**src/rtl/stok_pkg.sv**
```systemverilog
// ----------------------------------------------------------------------------
// stok_pkg
// Shared types, character codes and classifier functions of the tokenizer.
// ----------------------------------------------------------------------------
package stok_pkg;

  typedef enum logic [2:0] {
    K_EOF    = 3'd0,
    K_LPAREN = 3'd1,
    K_RPAREN = 3'd2,
    K_QUOTE  = 3'd3,
    K_STRING = 3'd4,
    K_NUMBER = 3'd5,
    K_SYMBOL = 3'd6,
    K_ERROR  = 3'd7
  } tok_kind_e;

  localparam int PosOutW = 16;   // width of the line and col ports
  localparam int MaxRes  = 4;    // most results that one item can cause
  localparam int ResCntW = 3;    // holds 0 .. MaxRes
  localparam int QDepth  = 2;    // bundles held between lexer and output

  localparam logic [7:0] ChLf     = 8'h0A;
  localparam logic [7:0] ChTab    = 8'h09;
  localparam logic [7:0] ChCr     = 8'h0D;
  localparam logic [7:0] ChSpace  = 8'h20;
  localparam logic [7:0] ChSemi   = 8'h3B;
  localparam logic [7:0] ChLParen = 8'h28;
  localparam logic [7:0] ChRParen = 8'h29;
  localparam logic [7:0] ChQuote  = 8'h27;
  localparam logic [7:0] ChDquote = 8'h22;
  localparam logic [7:0] ChBslash = 8'h5C;
  localparam logic [7:0] ChMinus  = 8'h2D;
  localparam logic [7:0] ChDot    = 8'h2E;
  localparam logic [7:0] ChLowerN = 8'h6E;
  localparam logic [7:0] ChLowerT = 8'h74;

  typedef struct packed {
    tok_kind_e          kind;
    logic               has_char;
    logic [7:0]         text_char;
    logic               last;
    logic [PosOutW-1:0] line;
    logic [PosOutW-1:0] col;
  } tok_t;

  // all results of one item, slot 0 first
  typedef struct packed {
    logic [ResCntW-1:0]   cnt;
    tok_t [MaxRes-1:0]    tok;
  } bundle_t;

  function automatic logic is_digit(input logic [7:0] c);
    return (c >= 8'h30) && (c <= 8'h39);
  endfunction

  function automatic logic is_alpha(input logic [7:0] c);
    return ((c >= 8'h61) && (c <= 8'h7A)) || ((c >= 8'h41) && (c <= 8'h5A));
  endfunction

  // + - * / < > = ! ? _ . $ : %
  function automatic logic is_sign(input logic [7:0] c);
    return c inside {8'h2B, 8'h2D, 8'h2A, 8'h2F, 8'h3C, 8'h3E, 8'h3D,
                     8'h21, 8'h3F, 8'h5F, 8'h2E, 8'h24, 8'h3A, 8'h25};
  endfunction

  function automatic logic sym_first(input logic [7:0] c);
    return is_alpha(c) || is_sign(c);
  endfunction

  function automatic logic sym_next(input logic [7:0] c);
    return is_alpha(c) || is_digit(c) || is_sign(c);
  endfunction

  function automatic tok_t mk_tok(input tok_kind_e kind, input logic has,
                                  input logic [7:0] c, input logic last,
                                  input logic [PosOutW-1:0] line,
                                  input logic [PosOutW-1:0] col);
    tok_t t;
    t.kind      = kind;
    t.has_char  = has;
    t.text_char = has ? c : 8'h00;
    t.last      = last;
    t.line      = line;
    t.col       = col;
    return t;
  endfunction

endpackage

```
**src/rtl/stok_front.sv**
```systemverilog
// ----------------------------------------------------------------------------
// stok_front
// Lexer front end: takes one byte per cycle while the queue is not full, updates
// the scanner state and packs the results of the byte into one bundle for the queue.
// ----------------------------------------------------------------------------
module stok_front import stok_pkg::*; #(
  parameter int MAX_TEXT      = 255,
  parameter int POSITION_BITS = 16
) (
  input  logic       clk_i,
  input  logic       rst_ni,
  input  logic       in_valid_i,
  input  logic [7:0] ch_i,
  input  logic       end_of_input_i,
  input  logic       q_full_i,
  output logic       in_ready_o,
  output logic       push_o,
  output bundle_t    push_data_o
);

  localparam int TW = $clog2(MAX_TEXT + 1);
  localparam logic [TW-1:0] TextMax = TW'(MAX_TEXT);

  typedef enum logic [3:0] {
    M_IDLE,
    M_COMMENT,
    M_STRING,
    M_ESCAPE,
    M_NUMBER,
    M_MINUS,
    M_SYMBOL
  } lex_mode_e;

  lex_mode_e                mode_q, mode_d;
  logic [TW-1:0]            cnt_q, cnt_d;
  logic                     dot_q, dot_d;
  logic                     halt_q, halt_d;
  logic [POSITION_BITS-1:0] cl_q, cl_d, cc_q, cc_d;
  logic [POSITION_BITS-1:0] sl_q, sl_d, sc_q, sc_d;

  logic                     accept;
  logic                     disp, symb;
  logic [ResCntW-1:0]       k;
  tok_t [MaxRes-1:0]        res;
  logic [7:0]               c;
  logic [7:0]               esc;

  assign in_ready_o = !q_full_i;
  assign accept     = in_valid_i && in_ready_o;
  assign c          = ch_i;
  assign esc        = (c == ChLowerN) ? ChLf : ((c == ChLowerT) ? ChTab : c);

  always_comb begin
    mode_d = mode_q;
    cnt_d  = cnt_q;
    dot_d  = dot_q;
    halt_d = halt_q;
    cl_d   = cl_q;
    cc_d   = cc_q;
    sl_d   = sl_q;
    sc_d   = sc_q;
    disp   = 1'b0;
    symb   = 1'b0;
    k      = '0;
    res    = '0;

    if (end_of_input_i) begin
      case (mode_q)
        M_STRING: begin
          res[k[1:0]] = mk_tok(K_STRING, 1'b0, 8'h00, 1'b1, PosOutW'(sl_d), PosOutW'(sc_d));
          k = k + 1'b1;
        end
        M_ESCAPE: begin
          // a dangling backslash is kept as text
          if (cnt_d < TextMax) begin
            cnt_d = cnt_d + 1'b1;
            res[k[1:0]] = mk_tok(K_STRING, 1'b1, ChBslash, 1'b0,
                                 PosOutW'(sl_d), PosOutW'(sc_d));
            k = k + 1'b1;
          end
          res[k[1:0]] = mk_tok(K_STRING, 1'b0, 8'h00, 1'b1, PosOutW'(sl_d), PosOutW'(sc_d));
          k = k + 1'b1;
        end
        M_NUMBER: begin
          res[k[1:0]] = mk_tok(K_NUMBER, 1'b0, 8'h00, 1'b1, PosOutW'(sl_d), PosOutW'(sc_d));
          k = k + 1'b1;
        end
        M_MINUS: begin
          if (cnt_d < TextMax) begin
            cnt_d = cnt_d + 1'b1;
            res[k[1:0]] = mk_tok(K_SYMBOL, 1'b1, ChMinus, 1'b0,
                                 PosOutW'(sl_d), PosOutW'(sc_d));
            k = k + 1'b1;
          end
          res[k[1:0]] = mk_tok(K_SYMBOL, 1'b0, 8'h00, 1'b1, PosOutW'(sl_d), PosOutW'(sc_d));
          k = k + 1'b1;
        end
        M_SYMBOL: begin
          res[k[1:0]] = mk_tok(K_SYMBOL, 1'b0, 8'h00, 1'b1, PosOutW'(sl_d), PosOutW'(sc_d));
          k = k + 1'b1;
        end
        default: ;
      endcase
      mode_d = M_IDLE;
      cnt_d  = '0;
      dot_d  = 1'b0;
      sl_d   = cl_q;
      sc_d   = cc_q;
      res[k[1:0]] = mk_tok(K_EOF, 1'b0, 8'h00, 1'b1, PosOutW'(sl_d), PosOutW'(sc_d));
      k = k + 1'b1;
    end else begin
      case (mode_q)
        M_COMMENT: begin
          if (c == ChLf) mode_d = M_IDLE;
        end
        M_STRING: begin
          if (c == ChDquote) begin
            mode_d = M_IDLE;
            res[k[1:0]] = mk_tok(K_STRING, 1'b0, 8'h00, 1'b1,
                                 PosOutW'(sl_d), PosOutW'(sc_d));
            k = k + 1'b1;
          end else if (c == ChBslash) begin
            mode_d = M_ESCAPE;
          end else if (cnt_d < TextMax) begin
            cnt_d = cnt_d + 1'b1;
            res[k[1:0]] = mk_tok(K_STRING, 1'b1, c, 1'b0, PosOutW'(sl_d), PosOutW'(sc_d));
            k = k + 1'b1;
          end
        end
        M_ESCAPE: begin
          if (cnt_d < TextMax) begin
            cnt_d = cnt_d + 1'b1;
            res[k[1:0]] = mk_tok(K_STRING, 1'b1, esc, 1'b0, PosOutW'(sl_d), PosOutW'(sc_d));
            k = k + 1'b1;
          end
          mode_d = M_STRING;
        end
        M_NUMBER: begin
          if (is_digit(c)) begin
            if (cnt_d < TextMax) begin
              cnt_d = cnt_d + 1'b1;
              res[k[1:0]] = mk_tok(K_NUMBER, 1'b1, c, 1'b0, PosOutW'(sl_d), PosOutW'(sc_d));
              k = k + 1'b1;
            end
          end else if (c == ChDot) begin
            if (dot_d) begin
              // second dot closes the number and is dropped
              mode_d = M_IDLE;
              res[k[1:0]] = mk_tok(K_NUMBER, 1'b0, 8'h00, 1'b1,
                                   PosOutW'(sl_d), PosOutW'(sc_d));
              k = k + 1'b1;
            end else begin
              dot_d = 1'b1;
              if (cnt_d < TextMax) begin
                cnt_d = cnt_d + 1'b1;
                res[k[1:0]] = mk_tok(K_NUMBER, 1'b1, c, 1'b0,
                                     PosOutW'(sl_d), PosOutW'(sc_d));
                k = k + 1'b1;
              end
            end
          end else begin
            mode_d = M_IDLE;
            res[k[1:0]] = mk_tok(K_NUMBER, 1'b0, 8'h00, 1'b1,
                                 PosOutW'(sl_d), PosOutW'(sc_d));
            k = k + 1'b1;
            disp = 1'b1;
          end
        end
        M_MINUS: begin
          if (is_digit(c)) begin
            if (cnt_d < TextMax) begin
              cnt_d = cnt_d + 1'b1;
              res[k[1:0]] = mk_tok(K_NUMBER, 1'b1, ChMinus, 1'b0,
                                   PosOutW'(sl_d), PosOutW'(sc_d));
              k = k + 1'b1;
            end
            if (cnt_d < TextMax) begin
              cnt_d = cnt_d + 1'b1;
              res[k[1:0]] = mk_tok(K_NUMBER, 1'b1, c, 1'b0, PosOutW'(sl_d), PosOutW'(sc_d));
              k = k + 1'b1;
            end
            mode_d = M_NUMBER;
          end else begin
            // lone minus turns into a symbol
            if (cnt_d < TextMax) begin
              cnt_d = cnt_d + 1'b1;
              res[k[1:0]] = mk_tok(K_SYMBOL, 1'b1, ChMinus, 1'b0,
                                   PosOutW'(sl_d), PosOutW'(sc_d));
              k = k + 1'b1;
            end
            mode_d = M_SYMBOL;
            symb   = 1'b1;
          end
        end
        M_SYMBOL: symb = 1'b1;
        default:  disp = 1'b1;
      endcase

      if (symb) begin
        if (sym_next(c) && (cnt_d < TextMax)) begin
          cnt_d = cnt_d + 1'b1;
          res[k[1:0]] = mk_tok(K_SYMBOL, 1'b1, c, 1'b0, PosOutW'(sl_d), PosOutW'(sc_d));
          k = k + 1'b1;
        end else begin
          mode_d = M_IDLE;
          res[k[1:0]] = mk_tok(K_SYMBOL, 1'b0, 8'h00, 1'b1, PosOutW'(sl_d), PosOutW'(sc_d));
          k = k + 1'b1;
          disp = 1'b1;
        end
      end

      // start of a fresh token at the current byte
      if (disp) begin
        sl_d  = cl_q;
        sc_d  = cc_q;
        cnt_d = '0;
        dot_d = 1'b0;
        if ((c == ChSpace) || (c == ChTab) || (c == ChCr) || (c == ChLf)) begin
          mode_d = mode_d;
        end else if (c == ChSemi) begin
          mode_d = M_COMMENT;
        end else if ((c == ChLParen) || (c == ChRParen) || (c == ChQuote)) begin
          mode_d = M_IDLE;
          res[k[1:0]] = mk_tok((c == ChLParen) ? K_LPAREN :
                               ((c == ChRParen) ? K_RPAREN : K_QUOTE),
                               1'b0, 8'h00, 1'b1, PosOutW'(sl_d), PosOutW'(sc_d));
          k = k + 1'b1;
        end else if (c == ChDquote) begin
          mode_d = M_STRING;
        end else if (is_digit(c)) begin
          mode_d = M_NUMBER;
          cnt_d  = cnt_d + 1'b1;
          res[k[1:0]] = mk_tok(K_NUMBER, 1'b1, c, 1'b0, PosOutW'(sl_d), PosOutW'(sc_d));
          k = k + 1'b1;
        end else if (c == ChMinus) begin
          mode_d = M_MINUS;
        end else if (sym_first(c)) begin
          mode_d = M_SYMBOL;
          cnt_d  = cnt_d + 1'b1;
          res[k[1:0]] = mk_tok(K_SYMBOL, 1'b1, c, 1'b0, PosOutW'(sl_d), PosOutW'(sc_d));
          k = k + 1'b1;
        end else begin
          halt_d = 1'b1;
          mode_d = M_IDLE;
          res[k[1:0]] = mk_tok(K_ERROR, 1'b1, c, 1'b1, PosOutW'(sl_d), PosOutW'(sc_d));
          k = k + 1'b1;
        end
      end

      // saturating position counters
      if (c == ChLf) begin
        if (cl_q != '1) cl_d = cl_q + 1'b1;
        cc_d = POSITION_BITS'(1);
      end else if (cc_q != '1) begin
        cc_d = cc_q + 1'b1;
      end
    end
  end

  assign push_o           = accept && !halt_q && (k != '0);
  assign push_data_o.cnt  = k;
  assign push_data_o.tok  = res;

  always_ff @(posedge clk_i or negedge rst_ni) begin
    if (!rst_ni) begin
      mode_q <= M_IDLE;
      cnt_q  <= '0;
      dot_q  <= 1'b0;
      halt_q <= 1'b0;
      cl_q   <= POSITION_BITS'(1);
      cc_q   <= POSITION_BITS'(1);
      sl_q   <= POSITION_BITS'(1);
      sc_q   <= POSITION_BITS'(1);
    end else if (accept && !halt_q) begin
      mode_q <= mode_d;
      cnt_q  <= cnt_d;
      dot_q  <= dot_d;
      halt_q <= halt_d;
      cl_q   <= cl_d;
      cc_q   <= cc_d;
      sl_q   <= sl_d;
      sc_q   <= sc_d;
    end
  end

  a_no_push_halted: assert property (@(posedge clk_i) disable iff (!rst_ni)
    halt_q |-> !push_o)
    else $error("bundle pushed after error halt");

  a_text_cap: assert property (@(posedge clk_i) disable iff (!rst_ni)
    cnt_q <= TextMax)
    else $error("text count past cap");

endmodule

```
**src/rtl/stok_fifo.sv**
```systemverilog
// ----------------------------------------------------------------------------
// stok_fifo
// Short register queue of result bundles between lexer and output side.
// ----------------------------------------------------------------------------
module stok_fifo import stok_pkg::*; #(
  parameter int DEPTH = 2
) (
  input  logic    clk_i,
  input  logic    rst_ni,
  input  logic    push_i,
  input  bundle_t push_data_i,
  input  logic    pop_i,
  output bundle_t pop_data_o,
  output logic    full_o,
  output logic    empty_o
);

  localparam int PW = (DEPTH > 1) ? $clog2(DEPTH) : 1;
  localparam int CW = $clog2(DEPTH + 1);
  localparam logic [PW-1:0] PtrLast = PW'(DEPTH - 1);

  bundle_t       mem_q [DEPTH];
  logic [PW-1:0] wr_q, rd_q;
  logic [CW-1:0] cnt_q;

  assign full_o     = (cnt_q == CW'(DEPTH));
  assign empty_o    = (cnt_q == '0);
  assign pop_data_o = mem_q[rd_q];

  always_ff @(posedge clk_i) begin
    if (push_i) mem_q[wr_q] <= push_data_i;
  end

  always_ff @(posedge clk_i or negedge rst_ni) begin
    if (!rst_ni) begin
      wr_q  <= '0;
      rd_q  <= '0;
      cnt_q <= '0;
    end else begin
      if (push_i) wr_q <= (wr_q == PtrLast) ? '0 : wr_q + 1'b1;
      if (pop_i)  rd_q <= (rd_q == PtrLast) ? '0 : rd_q + 1'b1;
      if (push_i && !pop_i) cnt_q <= cnt_q + 1'b1;
      else if (pop_i && !push_i) cnt_q <= cnt_q - 1'b1;
    end
  end

  a_no_overflow: assert property (@(posedge clk_i) disable iff (!rst_ni)
    push_i |-> !full_o)
    else $error("push into full queue");

  a_no_underflow: assert property (@(posedge clk_i) disable iff (!rst_ni)
    pop_i |-> !empty_o)
    else $error("pop from empty queue");

endmodule

```
**src/rtl/stok_back.sv**
```systemverilog
// ----------------------------------------------------------------------------
// stok_back
// Output side: holds one bundle and hands its results out one per cycle while the receiver is ready.
// ----------------------------------------------------------------------------
module stok_back import stok_pkg::*; (
  input  logic    clk_i,
  input  logic    rst_ni,
  input  logic    q_empty_i,
  input  bundle_t q_data_i,
  output logic    q_pop_o,
  input  logic    out_ready_i,
  output logic    out_valid_o,
  output tok_t    out_tok_o
);

  bundle_t                     bun_q;
  logic [$clog2(MaxRes)-1:0]   idx_q;
  logic                        valid_q;
  logic                        take, done;

  assign take        = valid_q && out_ready_i;
  assign done        = take && ({1'b0, idx_q} == (bun_q.cnt - 1'b1));
  assign q_pop_o     = (!valid_q || done) && !q_empty_i;
  assign out_valid_o = valid_q;
  assign out_tok_o   = bun_q.tok[idx_q];

  always_ff @(posedge clk_i) begin
    if (q_pop_o) bun_q <= q_data_i;
  end

  always_ff @(posedge clk_i or negedge rst_ni) begin
    if (!rst_ni) begin
      valid_q <= 1'b0;
      idx_q   <= '0;
    end else if (q_pop_o) begin
      valid_q <= 1'b1;
      idx_q   <= '0;
    end else if (done) begin
      valid_q <= 1'b0;
      idx_q   <= '0;
    end else if (take) begin
      idx_q <= idx_q + 1'b1;
    end
  end

  a_idx_in_bundle: assert property (@(posedge clk_i) disable iff (!rst_ni)
    valid_q |-> ({1'b0, idx_q} < bun_q.cnt))
    else $error("result index beyond bundle");

endmodule

```
**src/rtl/sexpr_tokenizer.sv**
```systemverilog
// ----------------------------------------------------------------------------
// sexpr_tokenizer
// S-expression lexer: source bytes in, token results out.
// ----------------------------------------------------------------------------
// One byte (or the end-of-input mark) is taken per cycle; the lexer state
// is registered as each item is taken, so items can follow back to back.
// Each item gives zero to four results; they are packed into one bundle and
// sent through a two-bundle queue to the output side, which hands out one
// result per cycle while the receiver is ready. Sustained rate is one item
// per cycle while the receiver is ready and items average at most one
// result; input stalls only when the queue is full. The first result of an
// item passes the queue register and then the output bundle register. After
// an error result no further results come until reset.
module sexpr_tokenizer import stok_pkg::*; #(
  parameter int MAX_TEXT      = 255,
  parameter int POSITION_BITS = 16
) (
  input  logic               clk_i,
  input  logic               rst_ni,
  input  logic               in_valid_i,
  output logic               in_ready_o,
  input  logic [7:0]         ch_i,
  input  logic               end_of_input_i,
  output logic               out_valid_o,
  input  logic               out_ready_i,
  output logic [2:0]         kind_o,
  output logic               has_char_o,
  output logic [7:0]         text_char_o,
  output logic               last_o,
  output logic [PosOutW-1:0] line_o,
  output logic [PosOutW-1:0] col_o
);

  logic    push, pop, q_full, q_empty;
  bundle_t push_data, pop_data;
  tok_t    tok;

  stok_front #(
    .MAX_TEXT      (MAX_TEXT),
    .POSITION_BITS (POSITION_BITS)
  ) u_front (
    .clk_i          (clk_i),
    .rst_ni         (rst_ni),
    .in_valid_i     (in_valid_i),
    .ch_i           (ch_i),
    .end_of_input_i (end_of_input_i),
    .q_full_i       (q_full),
    .in_ready_o     (in_ready_o),
    .push_o         (push),
    .push_data_o    (push_data)
  );

  stok_fifo #(
    .DEPTH (QDepth)
  ) u_fifo (
    .clk_i       (clk_i),
    .rst_ni      (rst_ni),
    .push_i      (push),
    .push_data_i (push_data),
    .pop_i       (pop),
    .pop_data_o  (pop_data),
    .full_o      (q_full),
    .empty_o     (q_empty)
  );

  stok_back u_back (
    .clk_i       (clk_i),
    .rst_ni      (rst_ni),
    .q_empty_i   (q_empty),
    .q_data_i    (pop_data),
    .q_pop_o     (pop),
    .out_ready_i (out_ready_i),
    .out_valid_o (out_valid_o),
    .out_tok_o   (tok)
  );

  assign kind_o      = tok.kind;
  assign has_char_o  = tok.has_char;
  assign text_char_o = tok.text_char;
  assign last_o      = tok.last;
  assign line_o      = tok.line;
  assign col_o       = tok.col;

endmodule
```
**config.mk**
```make
export PLATFORM = sky130hd
export DESIGN_NAME = sexpr_tokenizer
export DESIGN_NICKNAME = d
export VERILOG_FILES = /design/src/rtl/stok_pkg.sv /design/src/rtl/stok_front.sv /design/src/rtl/stok_fifo.sv /design/src/rtl/stok_back.sv /design/src/rtl/sexpr_tokenizer.sv
export SDC_FILE = /design/constraint.sdc
export NUM_CORES = 1
export LEC_CHECK = 0
export ABC_AREA = 1
export BUFFER_PORTS_ARGS = -buffer_cell sky130_fd_sc_hd__buf_4
export CORE_MARGIN = 5
export CORE_UTILIZATION = 45
export DETAILED_ROUTE_END_ITERATION = 7
export SLEW_MARGIN = 20
export SYNTH_ARGS = -nofsm -noshare
export SYNTH_HDL_FRONTEND = slang
export SYNTH_SLANG_ARGS = --single-unit
export TNS_END_PERCENT = 10
```
**constraint.sdc**
```tcl
create_clock -name clk_i -period 33.4 [get_ports clk_i]
set_input_delay 5.01 -clock clk_i [delete_from_list [all_inputs] [get_ports clk_i]]
set_output_delay 5.01 -clock clk_i [all_outputs]
set_load 0.03 [all_outputs]
```
==> impl_summary.log <==
INFO  metric antenna_violations_before_repair = 0
INFO  metric drtIter0Drc = approximately 2100
INFO  metric vias_in_the_first_global_route = ~22000
INFO  metric drt-met1-wl = ~37000 um
INFO  metric crit_path_max_fanout = approximately 110
INFO  metric detail_route.drc_violations = 0
INFO  metric timing.final.crit_share = 0.317
INFO  metric path_buf_inv = 8
INFO  metric netlist_top_cells_count = nand2_1, edfxtp_1, nor2_1
INFO  metric synth_top_cell_by_area = edfxtp_1
INFO  metric critical_path_arrival = between 10 and 15 ns
INFO  metric drv.max_cap_violation_count = 0
INFO  metric cts_htree_levels = 3
INFO  metric wirelength = 85400 um
INFO  metric p_leak = around 13 nW
INFO  metric crit_type = in -> reg
INFO  metric synth_cells = about 3000
INFO  metric ys_seq_area_frac = 0.624
INFO  metric fmax = between 90 and 100 MHz
INFO  metric sum_of_negative_setup_slack = 0 ns
INFO  metric synth-seq-cells = approximately 630
INFO  metric row_count = between 90 and 100
INFO  metric count_leader_synth = nand2_1
INFO  metric worst_hold_startpoint = u_fifo.wr_q$_DFFE_PN0N_
INFO  metric drt-wirelength-per-cell = 22.0 um
INFO  metric die_w = 267 um
INFO  metric global_route.overflow_total = 0
INFO  metric timing.hold.ws = ~0.49 ns
INFO  metric cts_buffers = 67
INFO  metric timing_max_transition_violations_final = 0
INFO  metric cts_setup_buffers = 0
INFO  metric final_period_minus_worst_setup_slack = roughly 11 ns
INFO  metric timing.max_slew.rel_slack = 0.225
INFO  metric worst_r2r_startpoint = u_front.cnt_q[0]$_DFFE_PN0P_
INFO  metric rsz0062_at_grt = no
INFO  metric netlist.area_leader.share = 0.553
INFO  metric cts.sink_count = between 600 and 700
INFO  metric place.port_buffers = 59
INFO  metric floorplan.initialDensity = 0.454
INFO  metric hold_buffer_count_at_cts = 0
INFO  metric insertedDiodeCount = 0
INFO  metric global_route_wire_length_before_repair = roughly 130000 um
INFO  metric clock_skew = roughly 0.024 ns
INFO  metric report.final.setup_viol = 0
INFO  metric timing.critical_path.max_delay_family = buffers and inverters
INFO  metric chip_height = approximately 270 um
INFO  metric post_synth.cell_area_avg = roughly 10 um^2
INFO  metric met3_length = about 5600 um
INFO  metric total_iterations_of_the_first_detailed_routing_run = 8
INFO  metric ys_warn_count = 0
INFO  metric crit_path_top_delay_cell = buf_4
INFO  metric viasPerCell = 5.66
INFO  metric detailedPlacementHpwl = ~53000 um
INFO  metric full_die_area = between 70000 and 80000 um^2
INFO  metric track_usage = 0.237
INFO  metric worst_setup_hold_path_clk_slew = ~0.06 ns
INFO  metric peakVddDrop = approximately 49 uV
INFO  metric top_area_cells_in_the_synthesized_netlist = edfxtp_1, nand2_1, dfrtp_1, o21ai_0, nor2_1
INFO  metric top_level_ports = 60
INFO  metric async_reset_ff_frac = 0.134
INFO  metric clk_root_buffer_cell = clkbuf_16
INFO  metric syn-num-nets = approximately 3000
INFO  metric place.gp.congestion = roughly 0.9
INFO  metric design.final.nets = about 3000
INFO  metric synth_edf_count = approximately 550
INFO  metric tritoncts = yes
INFO  metric cts_max_path_buffers = 3
INFO  metric via_count = roughly 22000
INFO  metric flow.area_growth_from_synthesis = 10.5%
INFO  metric maximum_number_of_pins_on_one_net_before_global_route_repair = 113
INFO  metric fp.coreArea = roughly 66000 um^2
INFO  metric power.density_cell_area = 70.7 nW/um^2
INFO  metric worst_slew_pin_slew = between 1 and 1.5 ns
INFO  metric min_path_type = reg -> reg
INFO  metric critPathMostFrequentCell = nand2_1
INFO  metric startpoint_type = primary input
INFO  metric synth_ff_type = edfxtp_1
INFO  metric routed.top_layer = met4
INFO  metric routed-wl-met2 = about 40000 um
INFO  metric critical-path-max-stage-delay = 0.96 ns
INFO  metric total_power = roughly 2.3 mW
INFO  metric crit_startpoint = ch_i[3]
INFO  metric report.final.hold_viol_count = 0
INFO  metric drt.antenna.violating_nets = 0
INFO  metric crit_required = 33.61 ns
INFO  metric yosys_cell_types = 58
INFO  metric outcome = finished, final reports clean
INFO  metric clk_latency = between 0.6 and 0.7 ns
INFO  metric netlist_area = slightly below 30000 um^2
INFO  metric cp-end-kind = flop
INFO  metric ratio_of_cells_with_drive_above_1_in_the_final_layout = 0.101
INFO  metric cts_repair_resize_count = 0
[state kept, by name, indices dropped and copies added, names as in the netlist, 2 cells and up]
| signal | flops |
|---|---|
| u_back.bun_q | 183 |
| u_back.idx_q | 2 |
| u_fifo.cnt_q | 2 |
| u_fifo.mem_q | 366 |
| u_front.cc_q | 16 |
| u_front.cl_q | 16 |
| u_front.cnt_q | 8 |
| u_front.mode_q | 4 |
| u_front.sc_q | 16 |
| u_front.sl_q | 16 |
[where the power goes]
part           leakage, nW  internal (mW)  total [mW]  switching (mW)
logic                 6.31          0.157       0.593           0.436
registers             5.77          0.986        1.02          0.0345
clock network         1.02          0.407       0.717           0.310
[cells in the final DEF (no fill, tap or decap), drive strengths merged, types with 4 or more instances in the layout]
cell	Yosys	routed
dfstp	4	4
nand3	122	122
xor2	20	20
xnor2	7	7
nor4	13	13
a32oi	9	9
buf	54	92
a21oi	37	37
nor2	242	242
o2111ai	11	11
nor3b	5	5
o31ai	4	4
inv	209	213
o221ai	11	11
o21ai	255	255
nand4	31	31
ha	19	19
dfrtp	81	81
clkinv	2	29
o211ai	87	87
o22ai	63	63
nor3	52	52
nand2	924	924
a211oi	6	6
edfxtp	549	549
a31oi	6	6
clkbuf	128	82
a22oi	26	26
[logic make-up (layout without fill, tap and decap cells)]
| group | count (synthesis) | in the layout | share of synthesized area |
|---|---|---|---|
| buf+inv | 393 | 422 | 0.0532 |
| compound gates | 527 | 527 | 0.112 |
| simple gates | 1391 | 1391 | 0.194 |
| flops | 634 | 634 | 0.624 |
| fa+ha+maj | 19 | 19 | 0.00797 |
| mux | 1 | 1 | 0.000336 |
| xor+xnor | 27 | 27 | 0.00793 |
| other cells | 2 | 2 | 0.000252 |
[routing by layer]
layer | vias up | track usage
met2 | 816 | 0.385
met3 | 160 | 0.0360
met4 | 0 | 0.0705
met5 | - | 0
li1 | 10300 | -
met1 | 10700 | 0.334
[tightest hold or removal path, cell delays in order (launching register included)]
cell and delay (ns):
dfrtp_1 0.35, nand2_1 0.06, nand2_1 0.05
[final cells by class]
| class | instances | area [um^2] |
|---|---|---|
| timing repair buffer | 92 | 691 |
| fill | 5958 | 32800 |
| multi-input combinational | 1967 | 9650 |
| sequential | 634 | 18600 |
| clock buffer | 82 | 1780 |
| tap | 864 | 1080 |
| inverter | 211 | 805 |
| clock inverter | 37 | 313 |
[per-stage QoR]
stage                util  setup slack (ns)  cell area [um^2]  std cells
finish              0.501             22.81             32900       3887
global route        0.501             22.36             32900       3887
CTS                 0.501             22.91             32900       3887
detailed placement  0.469             22.28             30800       3768
global placement    0.469             22.36             30800       3768
floorplan               -             16.85             29800       2994
[final timing paths]
kind / end / slack [ns] / depth (start not counted)
worst max-delay path: u_fifo.mem_q[0][133]$_DFFE_PP_ / 22.81 / 27
worst min-delay path: u_fifo.wr_q$_DFFE_PN0N_ / 0.49 / 2
worst max register to register: u_fifo.mem_q[0][133]$_DFFE_PP_ / 25.86 / 32
worst min register to register: u_fifo.wr_q$_DFFE_PN0N_ / 0.49 / 2
max in group asynchronous: u_fifo.rd_q$_DFFE_PN0P_ / 27.68 / 2
min in group asynchronous: u_fifo.cnt_q[1]$_DFFE_PN0P_ / 4.46 / 1
(Power assumes the default switching activity.)
